**src/acep_pkg.sv**
```systemverilog
// Shared widths, action codes and the command format passed from the parser to the executor.
package acep_pkg;

   // Field widths
   localparam int unsigned BYTE_W   = 8;
   localparam int unsigned VALUE_W  = 16;
   localparam int unsigned ACTION_W = 2;
   localparam int unsigned MODE_W   = 2;

   // Configuration port
   localparam int unsigned CSR_INDEX_W = 1;
   localparam int unsigned CSR_DATA_W  = 16;
   localparam logic [CSR_INDEX_W-1:0] CSR_SCREEN_ROWS = 1'b0;
   localparam logic [CSR_INDEX_W-1:0] CSR_SCREEN_COLS = 1'b1;
   localparam logic [CSR_DATA_W-1:0]  SCREEN_ROWS_RESET = 16'd25;
   localparam logic [CSR_DATA_W-1:0]  SCREEN_COLS_RESET = 16'd80;

   // Parameter collection
   localparam int unsigned MAX_PARAMS = 16;
   localparam int unsigned PCNT_W     = $clog2(MAX_PARAMS + 1);

   // Command queue between parser and executor
   localparam int unsigned QUEUE_DEPTH = 2;
   localparam int unsigned QPTR_W      = (QUEUE_DEPTH > 1) ? $clog2(QUEUE_DEPTH) : 1;
   localparam int unsigned QCNT_W      = $clog2(QUEUE_DEPTH + 1);

   // Result action codes
   localparam logic [ACTION_W-1:0] ACT_PRINT  = 2'd0;
   localparam logic [ACTION_W-1:0] ACT_CURSOR = 2'd1;
   localparam logic [ACTION_W-1:0] ACT_CLEAR  = 2'd2;

   // One decoded command. For a cursor move arg_a/arg_b are the raw row and
   // column parameters (defaults applied); for a clear arg_a holds the mode.
   typedef struct packed {
      logic [ACTION_W-1:0] action;
      logic [BYTE_W-1:0]   char_code;
      logic [VALUE_W-1:0]  arg_a;
      logic [VALUE_W-1:0]  arg_b;
   } cmd_type;

endpackage

```
**src/acep_front.sv**
```systemverilog
// Byte parser: tracks text/escape/CSI state, collects parameters, emits decoded commands.
module acep_front (
   input  logic                         clock,
   input  logic                         reset,
   input  logic                         req_valid,
   output logic                         req_stall,
   input  logic [acep_pkg::BYTE_W-1:0]  req_byte_in,
   output logic                         enq_valid,
   output acep_pkg::cmd_type            enq_entry,
   input  logic                         enq_full
);
   import acep_pkg::*;

   localparam logic [1:0] ST_TEXT = 2'd0;
   localparam logic [1:0] ST_ESC  = 2'd1;
   localparam logic [1:0] ST_CSI  = 2'd2;

   localparam logic [BYTE_W-1:0] CH_ESC     = 8'h1B;
   localparam logic [BYTE_W-1:0] CH_LBRACK  = 8'h5B;
   localparam logic [BYTE_W-1:0] CH_SEMI    = 8'h3B;
   localparam logic [BYTE_W-1:0] CH_ZERO    = 8'h30;
   localparam logic [BYTE_W-1:0] CH_NINE    = 8'h39;
   localparam logic [BYTE_W-1:0] CH_UPPER_A = 8'h41;
   localparam logic [BYTE_W-1:0] CH_UPPER_Z = 8'h5A;
   localparam logic [BYTE_W-1:0] CH_LOWER_A = 8'h61;
   localparam logic [BYTE_W-1:0] CH_LOWER_Z = 8'h7A;
   localparam logic [BYTE_W-1:0] CH_H       = 8'h48;
   localparam logic [BYTE_W-1:0] CH_F       = 8'h66;
   localparam logic [BYTE_W-1:0] CH_J       = 8'h4A;

   localparam int unsigned LEAD_SLOTS = 2;
   localparam int unsigned ACC_W      = VALUE_W + 4;
   localparam logic [ACC_W-1:0] VALUE_MAX = ACC_W'({VALUE_W{1'b1}});

   logic [1:0]          state_ff, state_in;
   logic [VALUE_W-1:0]  partial_ff, partial_in;
   logic                started_ff, started_in;
   logic                after_sep_ff, after_sep_in;
   logic [PCNT_W-1:0]   stored_ff, stored_in;
   logic [VALUE_W-1:0]  lead_value_ff [LEAD_SLOTS];
   logic                lead_present_ff [LEAD_SLOTS];

   logic                req_fire;
   logic                in_csi;
   logic                is_digit;
   logic                is_semi;
   logic                is_letter;
   logic                do_push;
   logic                push_ok;
   logic [PCNT_W-1:0]   stored_after;
   logic                lead_we [LEAD_SLOTS];
   logic [VALUE_W-1:0]  lead_value_eff [LEAD_SLOTS];
   logic                lead_present_eff [LEAD_SLOTS];
   logic [ACC_W-1:0]    digit_acc;
   logic [VALUE_W-1:0]  row_param;
   logic [VALUE_W-1:0]  col_param;
   logic [VALUE_W-1:0]  mode_param;

   // Accept a byte only when the queue has room
   assign req_stall = enq_full;
   assign req_fire  = req_valid && !req_stall;

   // Classify the byte
   assign in_csi    = (state_ff == ST_CSI);
   assign is_digit  = (req_byte_in >= CH_ZERO) && (req_byte_in <= CH_NINE);
   assign is_semi   = (req_byte_in == CH_SEMI);
   assign is_letter = ((req_byte_in >= CH_UPPER_A) && (req_byte_in <= CH_UPPER_Z)) ||
                      ((req_byte_in >= CH_LOWER_A) && (req_byte_in <= CH_LOWER_Z));

   // Push the pending parameter on ';' or on a final letter with pending input
   assign do_push = req_fire && in_csi &&
                    (is_semi || (is_letter && (started_ff || after_sep_ff)));
   assign push_ok = (stored_ff < PCNT_W'(MAX_PARAMS));
   assign stored_after = (do_push && push_ok) ? stored_ff + PCNT_W'(1) : stored_ff;

   // Leading parameter slots as seen after this byte's push
   always_comb begin
      for (int k = 0; k < LEAD_SLOTS; k++) begin
         lead_we[k] = do_push && push_ok && (stored_ff == PCNT_W'(k));
         lead_value_eff[k]   = lead_we[k] ? (started_ff ? partial_ff : '0) : lead_value_ff[k];
         lead_present_eff[k] = lead_we[k] ? started_ff : lead_present_ff[k];
      end
   end

   // Saturating decimal accumulate
   assign digit_acc = ACC_W'(partial_ff) * ACC_W'(10) + ACC_W'(req_byte_in[3:0]);

   // Parameter lookup with defaults
   assign row_param = ((stored_after > PCNT_W'(0)) && lead_present_eff[0]) ?
                      lead_value_eff[0] : VALUE_W'(1);
   assign col_param = ((stored_after > PCNT_W'(1)) && lead_present_eff[1]) ?
                      lead_value_eff[1] : VALUE_W'(1);
   assign mode_param = ((stored_after > PCNT_W'(0)) && lead_present_eff[0]) ?
                       lead_value_eff[0] : '0;

   // Next state and command decode
   always_comb begin
      state_in     = state_ff;
      partial_in   = partial_ff;
      started_in   = started_ff;
      after_sep_in = after_sep_ff;
      stored_in    = stored_after;
      enq_valid    = 1'b0;
      enq_entry    = '0;
      if (do_push) begin
         partial_in = '0;
         started_in = 1'b0;
      end
      case (state_ff)
         ST_ESC: begin
            if (req_byte_in == CH_LBRACK) begin
               state_in     = ST_CSI;
               partial_in   = '0;
               started_in   = 1'b0;
               after_sep_in = 1'b0;
               stored_in    = '0;
            end else if (req_byte_in != CH_ESC) begin
               state_in     = ST_TEXT;
               partial_in   = '0;
               started_in   = 1'b0;
               after_sep_in = 1'b0;
               stored_in    = '0;
            end
         end
         ST_CSI: begin
            if (is_digit) begin
               partial_in   = (digit_acc > VALUE_MAX) ? {VALUE_W{1'b1}} : digit_acc[VALUE_W-1:0];
               started_in   = 1'b1;
               after_sep_in = 1'b0;
            end else if (is_semi) begin
               after_sep_in = 1'b1;
            end else if (is_letter) begin
               if ((req_byte_in == CH_H) || (req_byte_in == CH_F)) begin
                  enq_valid       = req_fire;
                  enq_entry.action = ACT_CURSOR;
                  enq_entry.arg_a  = row_param;
                  enq_entry.arg_b  = col_param;
               end else if (req_byte_in == CH_J) begin
                  enq_valid        = req_fire && (mode_param <= VALUE_W'(2));
                  enq_entry.action = ACT_CLEAR;
                  enq_entry.arg_a  = mode_param;
               end
               state_in     = ST_TEXT;
               partial_in   = '0;
               started_in   = 1'b0;
               after_sep_in = 1'b0;
               stored_in    = '0;
            end
         end
         default: begin
            // text state, and the unused code treated as text
            if (req_byte_in == CH_ESC) begin
               state_in = ST_ESC;
            end else begin
               state_in            = ST_TEXT;
               enq_valid           = req_fire;
               enq_entry.action    = ACT_PRINT;
               enq_entry.char_code = req_byte_in;
            end
         end
      endcase
   end

   // Parse state registers; advance on each accepted byte
   always_ff @(posedge clock) begin
      if (reset) begin
         state_ff     <= ST_TEXT;
         partial_ff   <= '0;
         started_ff   <= 1'b0;
         after_sep_ff <= 1'b0;
         stored_ff    <= '0;
      end else if (req_fire) begin
         state_ff     <= state_in;
         partial_ff   <= partial_in;
         started_ff   <= started_in;
         after_sep_ff <= after_sep_in;
         stored_ff    <= stored_in;
      end
   end

   // Leading parameter slots
   always_ff @(posedge clock) begin
      for (int k = 0; k < LEAD_SLOTS; k++) begin
         if (lead_we[k]) begin
            lead_value_ff[k]   <= lead_value_eff[k];
            lead_present_ff[k] <= lead_present_eff[k];
         end
      end
   end

   // Sequence bookkeeping is idle outside CSI
   assert property (@(posedge clock) disable iff (reset)
      (state_ff != ST_CSI) |-> ((stored_ff == '0) && (partial_ff == '0) &&
                                !started_ff && !after_sep_ff))
      else $error("sequence state not cleared outside CSI");

   // Parameter count never passes its limit
   assert property (@(posedge clock) disable iff (reset)
      stored_ff <= PCNT_W'(MAX_PARAMS))
      else $error("parameter count overflow");

endmodule

```
**src/acep_queue.sv**
```systemverilog
// Short command queue decoupling the parser from the executor.
module acep_queue (
   input  logic                clock,
   input  logic                reset,
   input  logic                enq_valid,
   input  acep_pkg::cmd_type   enq_entry,
   output logic                enq_full,
   output logic                deq_valid,
   output acep_pkg::cmd_type   deq_entry,
   input  logic                deq_stall
);
   import acep_pkg::*;

   cmd_type             entries_ff [QUEUE_DEPTH];
   logic [QPTR_W-1:0]   wr_ptr_ff, wr_ptr_in;
   logic [QPTR_W-1:0]   rd_ptr_ff, rd_ptr_in;
   logic [QCNT_W-1:0]   count_ff, count_in;
   logic                push;
   logic                pop;

   assign enq_full  = (count_ff == QCNT_W'(QUEUE_DEPTH));
   assign deq_valid = (count_ff != '0);
   assign deq_entry = entries_ff[rd_ptr_ff];
   assign push      = enq_valid && !enq_full;
   assign pop       = deq_valid && !deq_stall;

   // Advance pointers with wrap
   always_comb begin
      wr_ptr_in = wr_ptr_ff;
      rd_ptr_in = rd_ptr_ff;
      count_in  = count_ff;
      if (push) begin
         wr_ptr_in = (wr_ptr_ff == QPTR_W'(QUEUE_DEPTH - 1)) ? '0 : wr_ptr_ff + QPTR_W'(1);
      end
      if (pop) begin
         rd_ptr_in = (rd_ptr_ff == QPTR_W'(QUEUE_DEPTH - 1)) ? '0 : rd_ptr_ff + QPTR_W'(1);
      end
      if (push && !pop) begin
         count_in = count_ff + QCNT_W'(1);
      end else if (pop && !push) begin
         count_in = count_ff - QCNT_W'(1);
      end
   end

   always_ff @(posedge clock) begin
      if (reset) begin
         wr_ptr_ff <= '0;
         rd_ptr_ff <= '0;
         count_ff  <= '0;
      end else begin
         wr_ptr_ff <= wr_ptr_in;
         rd_ptr_ff <= rd_ptr_in;
         count_ff  <= count_in;
      end
   end

   // Store the entry
   always_ff @(posedge clock) begin
      if (push) begin
         entries_ff[wr_ptr_ff] <= enq_entry;
      end
   end

   // Occupancy never passes the depth
   assert property (@(posedge clock) disable iff (reset)
      count_ff <= QCNT_W'(QUEUE_DEPTH))
      else $error("command queue overflow");

endmodule

```
**src/acep_back.sv**
```systemverilog
// Command executor: screen size registers, cursor clamping and the result register.
module acep_back (
   input  logic                               clock,
   input  logic                               reset,
   input  logic                               csr_write_enable,
   input  logic [acep_pkg::CSR_INDEX_W-1:0]   csr_index,
   input  logic [acep_pkg::CSR_DATA_W-1:0]    csr_write_data,
   input  logic                               deq_valid,
   input  acep_pkg::cmd_type                  deq_entry,
   output logic                               deq_stall,
   output logic                               rsp_valid,
   input  logic                               rsp_stall,
   output logic [acep_pkg::ACTION_W-1:0]      rsp_action,
   output logic [acep_pkg::BYTE_W-1:0]        rsp_char_out,
   output logic [acep_pkg::VALUE_W-1:0]       rsp_cursor_row,
   output logic [acep_pkg::VALUE_W-1:0]       rsp_cursor_col,
   output logic [acep_pkg::MODE_W-1:0]        rsp_clear_mode
);
   import acep_pkg::*;

   logic [VALUE_W-1:0]  screen_rows_ff;
   logic [VALUE_W-1:0]  screen_cols_ff;
   logic                out_valid_ff, out_valid_in;
   logic [ACTION_W-1:0] action_ff;
   logic [BYTE_W-1:0]   char_ff;
   logic [VALUE_W-1:0]  row_ff, row_in;
   logic [VALUE_W-1:0]  col_ff, col_in;
   logic [MODE_W-1:0]   mode_ff;

   logic                pop;
   logic                drop;
   logic [VALUE_W-1:0]  row_raised, col_raised;
   logic [VALUE_W-1:0]  row_clamped, col_clamped;

   // Screen size registers
   always_ff @(posedge clock) begin
      if (reset) begin
         screen_rows_ff <= SCREEN_ROWS_RESET;
         screen_cols_ff <= SCREEN_COLS_RESET;
      end else if (csr_write_enable) begin
         case (csr_index)
            CSR_SCREEN_ROWS: screen_rows_ff <= csr_write_data;
            CSR_SCREEN_COLS: screen_cols_ff <= csr_write_data;
            default: ;
         endcase
      end
   end

   // Take a command whenever the result register is free or being drained
   assign deq_stall = out_valid_ff && rsp_stall;
   assign pop       = deq_valid && !deq_stall;
   assign drop      = (deq_entry.action == ACT_CURSOR) &&
                      ((screen_rows_ff == '0) || (screen_cols_ff == '0));

   // Raise zero to one, clamp to the screen, convert to zero-based
   assign row_raised  = (deq_entry.arg_a == '0) ? VALUE_W'(1) : deq_entry.arg_a;
   assign col_raised  = (deq_entry.arg_b == '0) ? VALUE_W'(1) : deq_entry.arg_b;
   assign row_clamped = (row_raised > screen_rows_ff) ? screen_rows_ff : row_raised;
   assign col_clamped = (col_raised > screen_cols_ff) ? screen_cols_ff : col_raised;
   assign row_in = (deq_entry.action == ACT_CURSOR) ? row_clamped - VALUE_W'(1) : '0;
   assign col_in = (deq_entry.action == ACT_CURSOR) ? col_clamped - VALUE_W'(1) : '0;

   always_comb begin
      out_valid_in = out_valid_ff;
      if (pop) begin
         out_valid_in = !drop;
      end else if (out_valid_ff && !rsp_stall) begin
         out_valid_in = 1'b0;
      end
   end

   always_ff @(posedge clock) begin
      if (reset) begin
         out_valid_ff <= 1'b0;
      end else begin
         out_valid_ff <= out_valid_in;
      end
   end

   // Load the result payload
   always_ff @(posedge clock) begin
      if (pop) begin
         action_ff <= deq_entry.action;
         char_ff   <= (deq_entry.action == ACT_PRINT) ? deq_entry.char_code : '0;
         row_ff    <= row_in;
         col_ff    <= col_in;
         mode_ff   <= (deq_entry.action == ACT_CLEAR) ? deq_entry.arg_a[MODE_W-1:0] : '0;
      end
   end

   assign rsp_valid      = out_valid_ff;
   assign rsp_action     = action_ff;
   assign rsp_char_out   = char_ff;
   assign rsp_cursor_row = row_ff;
   assign rsp_cursor_col = col_ff;
   assign rsp_clear_mode = mode_ff;

   assert property (@(posedge clock) disable iff (reset)
      rsp_valid |-> ((rsp_action == ACT_PRINT) || (rsp_action == ACT_CURSOR) ||
                     (rsp_action == ACT_CLEAR)))
      else $error("result with unknown action");

   assert property (@(posedge clock) disable iff (reset)
      (rsp_valid && (rsp_action == ACT_PRINT)) |->
         ((rsp_cursor_row == '0) && (rsp_cursor_col == '0) && (rsp_clear_mode == '0)))
      else $error("print result carries stray fields");

   assert property (@(posedge clock) disable iff (reset)
      (rsp_valid && (rsp_action == ACT_CLEAR)) |->
         ((rsp_clear_mode != 2'd3) && (rsp_char_out == '0) && (rsp_cursor_row == '0)))
      else $error("clear result malformed");

endmodule

```
**src/ansi_csi_escape_parser_core.sv**
```systemverilog
// Top level of the ANSI CSI escape sequence parser.
// Takes one terminal output byte per cycle while req_stall is low and produces at
// most one transaction per byte: a printed character, a cursor move (ESC [ row ;
// col H or f, zero-based and clamped to the screen size) or a display clear (ESC [
// n J, n of 0..2). A byte's result passes through the command queue and the output
// register to the rsp_ side. The parser works at one byte per cycle while the queue
// has room; the two-entry command queue plus the output register absorb rsp_stall,
// so req_stall rises only once both queue entries wait behind a stalled result. The
// user must write the screen size registers through the csr_ port only while no
// transaction is in flight; the block itself does not enforce this.
module ansi_csi_escape_parser_core (
   input  logic                               clock,
   input  logic                               reset,
   input  logic                               csr_write_enable,
   input  logic [acep_pkg::CSR_INDEX_W-1:0]   csr_index,
   input  logic [acep_pkg::CSR_DATA_W-1:0]    csr_write_data,
   input  logic                               req_valid,
   output logic                               req_stall,
   input  logic [acep_pkg::BYTE_W-1:0]        req_byte_in,
   output logic                               rsp_valid,
   input  logic                               rsp_stall,
   output logic [acep_pkg::ACTION_W-1:0]      rsp_action,
   output logic [acep_pkg::BYTE_W-1:0]        rsp_char_out,
   output logic [acep_pkg::VALUE_W-1:0]       rsp_cursor_row,
   output logic [acep_pkg::VALUE_W-1:0]       rsp_cursor_col,
   output logic [acep_pkg::MODE_W-1:0]        rsp_clear_mode
);
   import acep_pkg::*;

   logic     enq_valid;
   cmd_type  enq_entry;
   logic     enq_full;
   logic     deq_valid;
   cmd_type  deq_entry;
   logic     deq_stall;

   acep_front u_front (
      .clock       (clock),
      .reset       (reset),
      .req_valid   (req_valid),
      .req_stall   (req_stall),
      .req_byte_in (req_byte_in),
      .enq_valid   (enq_valid),
      .enq_entry   (enq_entry),
      .enq_full    (enq_full)
   );

   acep_queue u_queue (
      .clock     (clock),
      .reset     (reset),
      .enq_valid (enq_valid),
      .enq_entry (enq_entry),
      .enq_full  (enq_full),
      .deq_valid (deq_valid),
      .deq_entry (deq_entry),
      .deq_stall (deq_stall)
   );

   acep_back u_back (
      .clock            (clock),
      .reset            (reset),
      .csr_write_enable (csr_write_enable),
      .csr_index        (csr_index),
      .csr_write_data   (csr_write_data),
      .deq_valid        (deq_valid),
      .deq_entry        (deq_entry),
      .deq_stall        (deq_stall),
      .rsp_valid        (rsp_valid),
      .rsp_stall        (rsp_stall),
      .rsp_action       (rsp_action),
      .rsp_char_out     (rsp_char_out),
      .rsp_cursor_row   (rsp_cursor_row),
      .rsp_cursor_col   (rsp_cursor_col),
      .rsp_clear_mode   (rsp_clear_mode)
   );

endmodule
```
**config.mk**
```make
export PLATFORM = sky130hd
export DESIGN_NAME = ansi_csi_escape_parser_core
export DESIGN_NICKNAME = d
export VERILOG_FILES = /design/src/acep_pkg.sv /design/src/acep_front.sv /design/src/acep_queue.sv /design/src/acep_back.sv /design/src/ansi_csi_escape_parser_core.sv
export SDC_FILE = /design/constraint.sdc
export NUM_CORES = 1
export LEC_CHECK = 0
export BUFFER_PORTS_ARGS = -buffer_cell sky130_fd_sc_hd__buf_2
export CAP_MARGIN = 20
export CORE_MARGIN = 2
export CORE_UTILIZATION = 60
export CTS_BUF_LIST = sky130_fd_sc_hd__clkbuf_8
export DETAILED_ROUTE_END_ITERATION = 8
export PLACE_DENSITY = 0.76
export SYNTH_ARGS = -nofsm -noshare
export SYNTH_HDL_FRONTEND = slang
export SYNTH_SLANG_ARGS = --single-unit
```
**constraint.sdc**
```tcl
create_clock -name clock -period 11.1 [get_ports clock]
set_input_delay 1.11 -clock clock [delete_from_list [all_inputs] [get_ports clock]]
set_output_delay 1.11 -clock clock [all_outputs]
set_load 0.01 [all_outputs]
```
After elaboration in Yosys (flattened, before gate mapping)
Memories as Yosys holds them, arrays and structs flattened. A register that Yosys moved wholly into a read port is not among the register bits.
Cells that the tools add are included.

storage, ports and cells
  flip-flop bits (word level) = 106
  latch bits = 0
  bits in writable memories = 118
  ROM bits = 0
  input bits = 30
  output and inout port bits = 46
  memories = 3

memory list
  memory                   depth  bits a word  rd ports  clocked after memory_dff  write ports  line              text
  u_queue.entries_ff       2      42           1         1                         1            acep_queue.sv:14  cmd_type entries_ff [QUEUE_DEPTH];
  u_front.lead_value_ff    2      16           2         0                         1            acep_front.sv:40  logic [VALUE_W-1:0] lead_value_ff [LEAD_SLOTS];
  u_front.lead_present_ff  2      1            2         0                         1            acep_front.sv:41  logic lead_present_ff [LEAD_SLOTS];

operators by class
  add/subtract/negate cells = 8
  multipliers = 1
  divide/modulo/power cells = 0
  $lt $le $gt $ge = 13
  eq/ne operators = 18
  shift-type cells = 0
  multiplexer cells = 89
  bitwise gates (word level) = 1
  reduce and logical (&&, ||, !) cells = 48

operator list
  cell                   count
  $mux 16                21
  $mux 32                4
  $logic_not 16->1       4
  $mux 1                 37
  $eq 8x7->1 const B     4
  $gt 16x16->1           2
  $pmux 16 s2            1
  $sub 16x1->16 const B  2
  $mux 5                 6
  $mux 2                 12
  $add 20x4->20          1
  $gt 20x16->1 const B   1
  $logic_and 1x1->1      20
  $mul 16x3->19 const B  1
  $ge 8x7->1 const B     2
  $le 16x2->1 const B    1
  $le 8x7->1 const B     2
  $mux 8                 2
  $reduce_or 16->1       1
  $gt 5x1->1 const B     2
  $pmux 5 s2             1
  $eq 8x5->1 const B     1
  $eq 8x6->1 const B     1
  $ge 8x6->1 const B     1
  other kinds (26)       48

Logic depth before layout (Yosys ltp)
  depth after elaboration = 24
  mapped depth = 26

Hierarchy
A second synthesis with hierarchy kept.

unflattened totals
  cell total of the unflattened synthesis = 1327
  area, all modules = 13329.0 µm²

modules (own cells, without submodules)
  module      times used  cells an instance  area each (µm²)
  acep_back   1           596                5161.2
  acep_front  1           575                4924.7
  acep_queue  1           156                3243.1

Worst setup path before layout
Ideal clock, no wire load.

  path type = in2reg
  from = input port req_byte_in[1] in the netlist's numbering
  to = memory u_queue.entries_ff[0][0] in the netlist's numbering, enable pin
  data arrival time = 6.759 ns
  path slack = 3.795 ns
  cell stages on the path = 8
  path buffers = 1
  path through = buf_4 > a21o_1 > a32oi_1 > a21oi_1 > or4b_1 > a22oi_2 > a2111oi_2 > nor4_1

on the way
  word-level cells in the longest chain between the ends = 22
  elaborated cells between the ends (all ways) = 39
  those cells by class = 8 x order compare; 5 x eq/ne; 13 x mux; 13 x reduce/logical

RTL lines
  what                                                line                                text
  from (decl)                                         ansi_csi_escape_parser_core.sv:19   input logic [acep_pkg::BYTE_W-1:0] req_byte_in,
  $ge 8x7->1 (tied with other cells)                  acep_front.sv:67                    assign is_letter = ((req_byte_in >= CH_UPPER_A) && (req_byte_in <= CH_UPPER_Z)) ||
  $logic_and 1x1->1 (on tied branches)                acep_front.sv:67, acep_front.sv:68
  $logic_or 1x1->1                                    acep_front.sv:67
  $logic_and 1x1->1                                   acep_front.sv:72                    (is_semi || (is_letter && (started_ff || after_sep_ff)));
  $logic_or 1x1->1                                    acep_front.sv:72
  $logic_and 1x1->1                                   acep_front.sv:71                    assign do_push = req_fire && in_csi &&
  $logic_and 1x1->1                                   acep_front.sv:74, acep_front.sv:79
  $mux 5 / $logic_and 1x1->1 (equally long branches)  acep_front.sv:74, acep_front.sv:79
  [6 not listed]                                      -
  $mux 1                                              acep_front.sv:133                   if ((req_byte_in == CH_H) || (req_byte_in == CH_F)) begin
  $mux 1                                              acep_front.sv:132                   end else if (is_letter) begin
  $mux 1                                              acep_front.sv:130                   end else if (is_semi) begin
  $mux 1                                              acep_front.sv:126                   if (is_digit) begin
  $pmux 1 s2 (*)                                      acep_front.sv:109                   case (state_ff)
  $logic_and 1x1->1 (*)                               acep_queue.sv:24                    assign push = enq_valid && !enq_full;
  $mux 1 (*)                                          acep_queue.sv:59                    if (push) begin
  $mux 1 (implied by the code) (*)                    acep_queue.sv:60                    entries_ff[wr_ptr_ff] <= enq_entry;
  to (decl)                                           acep_queue.sv:14

Every way passes the cells marked *; elsewhere a longest branch is shown, timed or not.

==> summary.txt <==
Status
  – Status: complete, no violations

Drt
  – Vias post-DR: 10000
  – Final wirelength: 29.6 mm
  – Routed WL per cell: 17.5 µm
  – Routed Antenna Nets: 0
  – Initial DRC count: 578
  – Remaining DRCs: 0
  – First drt pass iteration count: 5
  – Drt via density: 5.93

Power and ir drop
  – Pwr Density: 184 mW/mm²
  – VDD IR-drop max: 0.152 mV
  – Leakage: 0.00553 µW

Die
  – Die height: 152 µm
  – Initial Util: 60.5%
  – I/O pin count: 76
  – Die Wd: 152 µm
  – Core area: 0.0216 mm²
  – Cell Rows: 54
  – Die area: 0.0230 mm²

Global route
  – Total track usage: 25.9%
  – First-pass GRT wire length: 47.2 mm
  – Largest net degree at the start of global routing: 65
  – Initial antenna violation count: 0
  – Grt total ovfl: 0
  – Vias in the first global route: 9346

Yosys
  – Post-synth EDFFs: 162
  – Synth cell types: 87
  – Sequential element share of the synthesized area: 46.9%
  – Syn Std Cell Area: 0.0131 mm²
  – #FFs+latches synth: 225
  – Fraction of registers with async set/reset: 0%
  – Most used DFF post-synth: edfxtp_1
  – Synthesized area per cell: 9.99 µm²
  – Syn Nets: 1412
  – Mapped Cells: 1309
  – Syn. warnings: 0

Final layout
  – Non-filler cells, final: 1688
  – Diodes inserted: 0
  – Final #Nets: 1484
  – Layout cell share with drive strength beyond 1: 14.3%
  – # fillers: 1764
  – Layout area overhead: 9.84%
  – Finished Cell Area: 0.0144 mm²

CTS
  – Number of gates resized after CTS: 0
  – Clock buffer depth: 3
  – Htree depth: 2
  – Hold buffers post-CTS: 0
  – Clk root buf: clkbuf_8
  – Cts bufs inserted: 37
  – Clock latency at the later pin of the worst-skew pair: 0.54 ns
  – Setup repair bufs after CTS: 0
  – CTS tree: yes
  – # clock sinks: 225
  – Clk slew on worst S/H paths: 0.06 ns

Hold path
  – Hold Path Class: flop to flop

Placed design
  – RePlAce Congestion: 0.936
  – Placed Cells: 1620
  – # port buffers: 75
  – Post-Place Cell Area: 0.0136 mm²
  – Dpl hpwl: 21.0 mm

Timing
  – RSZ-0062 raised after global routing: no
  – Setup TNS: 0 ns
  – Setup Skew: 0.0385 ns
  – Worst-margin pin slew: 1.03 ns
  – Worst relative slew slack: 31.2%
  – Max frequency: 185 MHz
  – Hold Fails Final Rpt: 0
  – Final setup fails: 0
  – Period utilisation layout: 48.6%
  – Slew Limit Fails: 0
  – Min Tclk post-route: 5.39 ns

Setup path
  – Kind of critical path: flop to flop
  – Worst Setup Start Kind: flop
  – CP Capture Type: flop
  – Crit path DAT: 5.64 ns
  – Crit Path Max Fanout: 59
  – Req. time, crit path: 11.35 ns

Run
  – Max-Cap Viols: 0
==> cells in the mapped netlist (all sizes together) (12+ instances only) <==
| cell type | n | area share (%) |
|---|---|---|
| and2 | 18 | 0.86 |
| xnor2 | 46 | 3.1 |
| a21o | 14 | 0.81 |
| o21ai | 41 | 1.6 |
| clkbuf | 30 | 0.89 |
| ha | 71 | 6.8 |
| nor2b | 32 | 1.5 |
| mux2i | 39 | 3.1 |
| o211ai | 12 | 0.69 |
| nand2 | 154 | 4.4 |
| nand4 | 15 | 0.72 |
| nor3 | 28 | 1.1 |
| mux2 | 32 | 2.8 |
| dfxtp | 63 | 9.6 |
| nor2 | 104 | 3.0 |
| nor4 | 21 | 1.2 |
| buf | 20 | 1.1 |
| inv | 74 | 2.1 |
| nand3 | 56 | 2.2 |
| edfxtp | 162 | 37 |
| and3 | 20 | 0.96 |
| xor2 | 13 | 0.87 |
| a211oi | 31 | 1.9 |
| a21oi | 88 | 3.5 |
==> area by class of cell <==
type	instances	area, µm²	share of cell area, %
clock inverter	24	156	1.09
sequential	225	6130	42.7
multi-input combinational	956	6390	44.5
clock buffer	42	578	4.03
inverter	75	282	1.96
timing repair buffer	86	478	3.33
tap	280	350	2.44
==> flip-flops by register name (all words and copies together) (netlist names), 2 cells and up, named ones only <==
name                     count
u_queue.entries_ff          84
u_front.lead_value_ff       32
u_back.rsp_cursor_col       16
u_back.rsp_cursor_row       16
u_back.screen_cols_ff       16
u_back.screen_rows_ff       16
u_front.partial_ff          16
u_back.rsp_char_out          8
u_front.stored_ff            5
u_back.rsp_action            2
u_back.rsp_clear_mode        2
u_front.lead_present_ff      2
u_front.state_ff             2
u_queue.count_ff             2
==> worst paths after layout <==
kind | endpoint | start | slack, ns | cells after the start
worst min-delay path | u_back.screen_rows_ff[8]$_SDFFE_PP0P_ | u_back.screen_rows_ff[8]$_SDFFE_PP0P_ | 0.46 | 2
worst max register to register | u_back.rsp_cursor_row[14]$_SDFFCE_PN0P_ | flop | 5.71 | 22
worst min register to register | u_back.screen_rows_ff[8]$_SDFFE_PP0P_ | u_back.screen_rows_ff[8]$_SDFFE_PP0P_ | 0.46 | 2
worst max-delay path | u_back.rsp_cursor_row[14]$_SDFFCE_PN0P_ | flop | 5.71 | 22
==> where the power goes <==
group          total (µW)  switching [µW]  internal, µW
Sequential           1120            46.0          1080
Combinational         797             481           317
Clock                 719             325           393
==> critical path, stage by stage, from the launching register on <==
cell      delay [ns]
dfxtp_2         0.31
buf_4           0.58
or3b_2          0.52
a211o_1         0.29
nor4_2          0.43
nand2_1         0.10
nand2_1         0.12
inv_1           0.05
ha_1            0.17
nor2b_1         0.11
o21a_1          0.11
o21a_1          0.10
o21ai_0         0.07
a21oi_1         0.18
o21ai_1         0.09
buf_4           0.21
mux2i_1         0.22
ha_1            0.30
o21ai_0         0.21
or3_1           0.40
nor4_1          0.26
xnor2_1         0.16
a211oi_1        0.08
==> layout by cell type, fill, tap and decap left out, types with 4 or more instances in the layout <==
cell type	instances
edfxtp_1	162
nand2_1	154
nor2_1	104
inv_1	87
a21oi_1	86
buf_2	75
ha_1	71
dfxtp_1	62
nand3_1	55
xnor2_1	46
clkbuf_8	42
mux2i_1	38
o21ai_0	38
nor2b_1	32
mux2_2	30
a211oi_1	29
nor3_1	26
and3_1	20
nor4_1	18
and2_1	17
nand4_1	15
a21o_1	13
xor2_1	13
o211ai_1	12
nand2b_1	10
o21a_1	8
buf_4	8
or4_1	7
nor3b_1	7
a31oi_1	7
a311oi_1	7
a211o_1	6
or3_1	6
or2_2	6
nand3b_1	5
clkinv_2	5
nand4b_1	4
==> logic make-up after synthesis <==
kind of cell             synth area share (%)
flip-flops                               46.9
buffers and inverters                    4.38
adder cells (fa/ha/maj)                  7.10
AO/OA/AOI/OAI                            12.2
XOR/XNOR                                 3.95
multiplexers                             5.87
AND/OR/NAND/NOR                          19.6
==> layer usage <==
metal  global-route usage [%]  part of all wire [%]
met5                        0                     0
met4                     8.47                   2.4
met3                     3.59                   5.3
met2                     43.1                    48
met1                     35.1                    44
==> through the flow <==
step,hold WS [ns],util [%],total power (µW),setup WS [ns]
floorplan,0.436,-,1710,3.79
detailed placement,0.451,62.9,1930,5.73
finish,0.461,66.4,2640,5.71
CTS,0.460,66.3,2650,5.76
global route,0.481,66.4,2780,5.31
global placement,0.448,62.8,1910,5.91
Note: power is estimated with default switching activity, not from simulation.
